===== src/rtl/alux_pkg.sv =====
// package for the ambient light lux calculation
// holds widths, scale constants and the segment tables; no dependencies
`default_nettype none
package alux_pkg;
  localparam int COUNT_BITS_DEF = 16;
  localparam int SCALE_FRAC = 10;
  localparam int RATIO_FRAC = 9;
  localparam int LUX_FRAC = 14;
  localparam int LUX_W = 21;
  localparam logic [20:0] LUX_MAX = 21'h1fffff;
  localparam logic [15:0] SCALE_13MS = 16'h7517;
  localparam logic [15:0] SCALE_101MS = 16'h0fe7;
  localparam logic [15:0] SCALE_UNIT = 16'h0400;
  localparam int SEG_N = 7;

  typedef enum logic [1:0] {
    IT_13MS = 2'd0,
    IT_101MS = 2'd1,
    IT_402MS = 2'd2,
    IT_MANUAL = 2'd3
  } itime_t;

  typedef enum logic [1:0] {
    REG_HIGH_GAIN = 2'd0,
    REG_ITIME = 2'd1,
    REG_PACKAGE = 2'd2
  } reg_idx_t;

  function automatic logic [9:0] brk(input logic pkg, input int seg);
    logic [9:0] r;
    r = 10'd0;
    if (!pkg) begin
      case (seg)
        0: r = 10'h040; 1: r = 10'h080; 2: r = 10'h0c0; 3: r = 10'h100;
        4: r = 10'h138; 5: r = 10'h19a; 6: r = 10'h29a; default: r = 10'd0;
      endcase
    end else begin
      case (seg)
        0: r = 10'h043; 1: r = 10'h085; 2: r = 10'h0c8; 3: r = 10'h10a;
        4: r = 10'h14d; 5: r = 10'h19a; 6: r = 10'h29a; default: r = 10'd0;
      endcase
    end
    return r;
  endfunction

  function automatic logic [9:0] offc(input logic pkg, input logic [2:0] seg);
    logic [9:0] r;
    r = 10'd0;
    if (!pkg) begin
      case (seg)
        3'd0: r = 10'h1f2; 3'd1: r = 10'h214; 3'd2: r = 10'h23f; 3'd3: r = 10'h270;
        3'd4: r = 10'h16f; 3'd5: r = 10'h0d2; 3'd6: r = 10'h018; default: r = 10'd0;
      endcase
    end else begin
      case (seg)
        3'd0: r = 10'h204; 3'd1: r = 10'h228; 3'd2: r = 10'h253; 3'd3: r = 10'h282;
        3'd4: r = 10'h177; 3'd5: r = 10'h101; 3'd6: r = 10'h037; default: r = 10'd0;
      endcase
    end
    return r;
  endfunction

  function automatic logic [9:0] slpc(input logic pkg, input logic [2:0] seg);
    logic [9:0] r;
    r = 10'd0;
    if (!pkg) begin
      case (seg)
        3'd0: r = 10'h1be; 3'd1: r = 10'h2d1; 3'd2: r = 10'h37b; 3'd3: r = 10'h3fe;
        3'd4: r = 10'h1fc; 3'd5: r = 10'h0fb; 3'd6: r = 10'h012; default: r = 10'd0;
      endcase
    end else begin
      case (seg)
        3'd0: r = 10'h1ad; 3'd1: r = 10'h2c1; 3'd2: r = 10'h363; 3'd3: r = 10'h3df;
        3'd4: r = 10'h1dd; 3'd5: r = 10'h127; 3'd6: r = 10'h02b; default: r = 10'd0;
      endcase
    end
    return r;
  endfunction
endpackage
`default_nettype wire


===== src/rtl/alux_div.sv =====
// pipelined restoring divider, one quotient bit per stage, stall via advance
// depends on alux_pkg
`default_nettype none
module alux_div import alux_pkg::*; #(
  parameter int NUM_W = 32,
  parameter int DEN_W = 22,
  parameter int TAG_W = 8
) (
  input  wire logic              clk,
  input  wire logic              rst,
  input  wire logic              advance,
  input  wire logic              in_valid,
  input  wire logic [NUM_W-1:0]  num,
  input  wire logic [DEN_W-1:0]  den,
  input  wire logic [TAG_W-1:0]  in_tag,
  output logic                   out_valid,
  output logic [NUM_W-1:0]       quo,
  output logic [TAG_W-1:0]       out_tag
);
  // stage k handles quotient bit NUM_W-1-k
  logic             vld [NUM_W+1];
  logic [NUM_W-1:0] nm  [NUM_W+1];
  logic [DEN_W:0]   rem [NUM_W+1];
  logic [DEN_W-1:0] dn  [NUM_W+1];
  logic [TAG_W-1:0] tg  [NUM_W+1];

  assign vld[0] = in_valid;
  assign nm[0] = num;
  assign rem[0] = '0;
  assign dn[0] = den;
  assign tg[0] = in_tag;

  for (genvar k = 0; k < NUM_W; k++) begin : g_st
    logic [DEN_W:0]   trial;
    logic [DEN_W:0]   diff;
    logic             ge;
    logic [NUM_W-1:0] nm_next;
    always_comb begin
      trial = {rem[k][DEN_W-1:0], nm[k][NUM_W-1-k]};
      ge = trial >= {1'b0, dn[k]};
      diff = trial - {1'b0, dn[k]};
      // quotient bit replaces the numerator bit just consumed
      nm_next = nm[k];
      nm_next[NUM_W-1-k] = ge;
    end
    always_ff @(posedge clk) begin
      if (rst) begin
        vld[k+1] <= 1'b0;
      end else if (advance) begin
        vld[k+1] <= vld[k];
      end
      if (advance) begin
        nm[k+1] <= nm_next;
        rem[k+1] <= ge ? diff : trial;
        dn[k+1] <= dn[k];
        tg[k+1] <= tg[k];
      end
    end
  end

  assign out_valid = vld[NUM_W];
  assign quo = nm[NUM_W];
  assign out_tag = tg[NUM_W];
endmodule
`default_nettype wire


===== config.mk =====
export PLATFORM = sky130hd
export DESIGN_NAME = alux_div
export DESIGN_NICKNAME = d
export VERILOG_FILES = /design/src/rtl/alux_pkg.sv /design/src/rtl/alux_div.sv
export SDC_FILE = /design/constraint.sdc
export NUM_CORES = 2
export LEC_CHECK = 0
export BUFFER_PORTS_ARGS = -buffer_cell sky130_fd_sc_hd__buf_2
export CELL_PAD_IN_SITES_DETAIL_PLACEMENT = 1
export CELL_PAD_IN_SITES_GLOBAL_PLACEMENT = 1
export CORE_ASPECT_RATIO = 1.2
export CORE_MARGIN = 3
export CORE_UTILIZATION = 47
export CTS_BUF_LIST = sky130_fd_sc_hd__clkbuf_4
export DETAILED_ROUTE_END_ITERATION = 12
export PLACE_DENSITY_LB_ADDON = 0.1
export SYNTH_ARGS = -nofsm -noshare
export SYNTH_HDL_FRONTEND = slang
export SYNTH_SLANG_ARGS = --single-unit
export TNS_END_PERCENT = 100

===== constraint.sdc =====
create_clock -name clk -period 4.6 [get_ports clk]
set_input_delay 1.38 -clock clk [delete_from_list [all_inputs] [get_ports clk]]
set_output_delay 1.38 -clock clk [all_outputs]
set_load 0.005 [all_outputs]

Word-level counts from Yosys, hierarchy flattened
Cells that the tools add are included.
- multiplexer cells: 31
- order comparisons: 32
- add/sub/neg operators: 31
- operators by type and width (kind ; number):
    >= comparator 23 x 22 -> 1 bit ; 31
    two-way mux 22 bit ; 30
    subtractor 22 bit ; 30
    >= comparator 1 x 22 -> 1 bit ; 1
    subtractor 1 x 22 -> 22 bit ; 1
    two-way mux 1 bit ; 1
- input bits: 66
- register bits after elaboration: 2676
- word-level logic and storage cells: 253
- output and inout bits: 41

Depth between registers and ports, before layout
- word-level depth: 2
- mapped depth: 14
- gate-level depth less buffers: 13

Worst setup path before layout
Ideal clock, no wire load.
- path type: flip-flop to flip-flop
- start: reg rem, in the netlist g_st[7].trial[1]
- end: reg rem, in the netlist g_st[8].trial[14], data pin
- arrival time: 3.179 ns
- data required time: 4.338 ns
- library setup time: 0.262 ns
- path buffers: 1
- setup slack: 1.159 ns
- stages on the path, launching flop included: 12
- cells stage by stage: edfxtp_1 > ha_1 > nor2b_1 > o31ai_2 > a32oi_1 > a221o_1 > a221o_1 > a221oi_2 > o41ai_1 > a41oi_2 > buf_6 > mux2_1
- longest elaborated chain between the ends: 2
- ends and longest elaborated chain (what ; line ; RTL):
    from (decl) ; alux_div.sv:23 ; logic [DEN_W:0] rem [NUM_W+1];
    from (signal, indexed assignment) ; alux_div.sv:54 ; rem[k+1] <= ge ? diff : trial;
    subtractor 22 bit or >= comparator 23 x 22 -> 1 bit (tied branches) ; alux_div.sv:41, alux_div.sv:40 ;
    two-way mux 22 bit * ; alux_div.sv:54 ;
Mark *: on every way between the ends. The rest lies on a longest branch, timed or not.
A chain may end at the register's enable or synchronous reset.

Worst setup path in the final report
- start: reg dn[639] in the netlist's numbering
- end: reg rem, in the netlist g_st[4].trial[4], data pin
- longest elaborated chain between the ends: 2
- ends and longest elaborated chain (what ; line ; RTL):
    from (decl) ; alux_div.sv:24 ; logic [DEN_W-1:0] dn [NUM_W+1];
    from (signal, indexed assignment) ; alux_div.sv:55 ; dn[k+1] <= dn[k];
    subtractor 22 bit or >= comparator 23 x 22 -> 1 bit (tied branches) ; alux_div.sv:41, alux_div.sv:40 ;
    two-way mux 22 bit * ; alux_div.sv:54 ;
Marks and branches as above.

==> results by group <==
Critical path
  • Max incr delay on CP: ~640 ps
  • Worst R2R Setup Slack: roughly 360 ps
  • Max FO, Critical Path: 28
  • Crit. End Element: register
  • R2R cell count: 11
  • Critical Path RT: approximately 5700 ps
  • WP buf/inv: 2
  • Crit path kind: register to register
  • Critical path origin: dn[639]$_DFFE_PP_
  • Crit Reg-Reg Startpoint: dn[639]$_DFFE_PP_
  • Worst setup SP type: register
  • Cell chain of the critical path: inv_1 -> ha_1 -> nor2b_1 -> o31a_1 -> o21a_1 -> o311ai_1 -> nand3_1 -> a311o_1 -> a41oi_2 -> buf_4 -> mux2_2
  • Worst reg2reg path endpoint: g_st[4].trial[4]$_DFFE_PP_
  • Arrival time at the worst endpoint: between 5000 and 6000 ps
  • Worst path top cell family by delay: compound AO/OA/AOI/OAI gates
  • CP max stage cell: o311ai_1

Power
  • Max VDD drop: about 0.00029 V
  • PwrDens: 653.1 nW/um^2
  • Pleak: 0.05375 uW
  • Sw frac: 0.3395
  • Internal power: approximately 59000 uW
  • Clk pwr share: 0.224
  • Comb pwr share: 0.368
  • Power, Total: a little under 90000 uW
  • Sequential group share of total power: 0.408
  • Switch Pwr: 30100 uW

STA
  • RSZ-0062 raised after global routing: false
  • Skew final: 80.47 ps
  • Sum of negative setup slack: 0 ps
  • Setup violations, final: 0
  • Slew Limit Fails: 0
  • Relative slew slack: 0.3211
  • Final Hold Viols: 0
  • Worst-Margin Slew: about 1000 ps
  • Worst Setup Slack, final: 355.4 ps
  • Fmax: roughly 240 MHz
  • Worst hold slack: 213.4 ps
  • Fin crit share: 0.9227
  • Min cycle time layout: roughly 4200 ps

Global routing
  • First-pass GRT wire length: ~420 mm
  • Total grt overflow: 0
  • Initial antenna violation count: 7
  • Largest net degree at the start of global routing: 150
  • Total GRT Usage: 0.1976
  • Vias in the first global route: approximately 76000

Final layout
  • Fin area: roughly 140000 sq um
  • Share of layout cells above drive strength 1: 0.1736
  • Area grow syn2layout: 11.53%
  • Sequential cell area: about 80000 sq um
  • Commonest non-fill, non-tap cell in the layout: edfxtp_1
  • Area of the multi-input gates: 37910 sq um
  • Nets@finish: 10160
  • Fill count: approximately 26000
  • Most frequent cells in the layout: 2644 x edfxtp_1, 931 x clkbuf_4, 872 x inv_1

Logic synthesis
  • Yosys top cell area share: 0.6524
  • Syn Nets: approximately 9400
  • Synth Warn #: 0
  • Asr flop ratio synth: 0
  • Synthesized cell area: ~120000 sq um
  • Sequential fraction of the synthesis area: 0.6577
  • Post-synth top area cell: edfxtp_1
  • Cell variety after synth: 83
  • Number of flops mapped to enable cells by yosys: approximately 2600
  • Synth Flop Type: edfxtp_1
  • Yosys reg bits: 2676
  • Top post-synthesis cells by area: edfxtp_1 65%, ha_1 7.0%, mux2_2 3.7%
  • Mapped Cells: 8618
  • Synth Area per Inst: around 14 sq um

Clock network
  • TritonCTS Buffers: between 600 and 700
  • Reg clk slew, reported paths: approximately 70 ps
  • CTS Sinks: 2676
  • Root Driver: clkbuf_4
  • CTS max path bufs: 4
  • CTS tree: built
  • Clock Latency Late Sink: approximately 1300 ps
  • CTS HTree Levels: 6

Placed design
  • Final GP Congestion: 0.8657
  • Dpl ws: 381.4 ps
  • Placed cell areas: about 130000 sq um
  • DPL Wire Length: 189.6 mm
  • Port Buffers: ~110

Routing
  • Total Wirelength: approximately 260 mm
  • First-pass detailed-route iteration total: 5
  • Vias: 70580
  • Vias per Instance: 5.316
  • First DRT Iteration DRCs: roughly 3600
  • Antenna Nets Post-Route: 0
  • Drt wl/cell: between 15 and 20 um
  • DRC: 0

Flow run
  • Max-cap violations: 0

Floorplan
  • Starting Density: 0.4725
  • Die area: about 270000 sq um
  • Die Wd: ~470 um
  • IO Count: roughly 110
  • Die Y: 563.4 um
  • # rows: between 200 and 250
  • Core area: 257500 sq um

Worst hold path
  • Worst hold path class: input port to register
  • Hold Crit Depth: 1
  • Hold Path Sink: tg[250]$_DFFE_PP_
  • Hold path startpoint: in_tag[2]

Outcome
  • Status: finished, final reports clean
## sequential cells by signal, summed over array words and instances (netlist names)
| signal | cells |
|---|---|
| quo | 32 |
| g_st.trial | 713 |
| tg | 248 |
| dn | 682 |
| g_st.nm_next | 961 |
| out_valid | 1 |
| vld | 31 |
| out_tag | 8 |
## power groups by stage
stage | clock, uW | combinational (uW) | sequential (uW)
2_1_floorplan | 0 | 24900 | 35000
3_3_place_gp | 0 | 31600 | 36600
3_5_place_dp | 0 | 32600 | 36700
4_1_cts | 20900 | 32900 | 36200
5_1_grt | 22100 | 36500 | 36600
6_report | 19900 | 32600 | 36100
## cells by family (layout without fill, tap and decap cells)
kind of cell | Yosys count | after routing | share of synthesized area
buf+inv | 1012 | 2264 | 0.03208
fa+ha+maj | 714 | 714 | 0.07526
mux | 519 | 519 | 0.04735
flops | 2676 | 2676 | 0.6577
other cells | 0 | 9 | 0
xor+xnor | 552 | 552 | 0.03973
compound gates | 1810 | 1810 | 0.09555
simple gates | 1335 | 1335 | 0.05235
## per-stage QoR
step | util | instances
final | 0.5270 | 13280
after global routing | 0.5270 | 13280
after CTS | 0.5269 | 13270
after detailed placement | 0.4941 | 12100
after global placement | 0.4941 | 12100
after floorplan | - | 8618
## worst max-delay path by stage
stage | to | slack, ps | depth (start not counted)
2_1_floorplan | g_st[8].trial[14]$_DFFE_PP_ | 1160 | 11
3_3_place_gp | g_st[4].trial[4]$_DFFE_PP_ | 460 | 11
3_5_place_dp | g_st[4].trial[4]$_DFFE_PP_ | 380 | 11
4_1_cts | g_st[4].trial[4]$_DFFE_PP_ | 350 | 11
5_1_grt | g_st[4].trial[2]$_DFFE_PP_ | 180 | 11
6_report | g_st[4].trial[4]$_DFFE_PP_ | 360 | 11
## cell type report
cell class                 count  area share
antenna                        9   0.0001659
clock buffer                 931     0.05150
tap                         3399     0.03133
timing repair buffer         227     0.01322
inverter                     872     0.02412
sequential                  2676      0.5897
clock inverter               234     0.01068
multi-input combinational   4930      0.2793
## layer usage
layer,GRT usage,wire length (um),vias up
met5,0,55,-
li1,-,-,34040
met3,0.03401,8900,570
met2,0.3483,134600,1157
met1,0.2402,111700,34810
met4,0.08052,9562,8
## repair_timing
item / in CTS / in global routing
resized for setup: 0 / 0
buffers inserted: 0 / 0
endpoints found under the hold margin: 1 / 0
hold buffers: 1 / 0
## synth_stat cells (all sizes together) (16+ instances only)
cell type and instances:
dfxtp 32, xor2 219, o21a 89, a21o 319, o21bai 72, nor4 27, buf 40, edfxtp 2644
a221oi 19, o211ai 26, nor2 327, o31ai 27, a31o 17, fa 30, nor2b 62, nand4 94
ha 684, a2111oi 25, clkbuf 100, a41oi 17, a31oi 54, and2 20, and4 22, nand3 101
a211o 28, a21oi 510, or2 16, mux2i 66, nand2b 66, a21boi 39, a221o 19, nand2 448
a211oi 43, inv 872, nor3 44, o21ai 406, mux2 453, and3 49, xnor2 333
(Power assumes the default switching activity.)
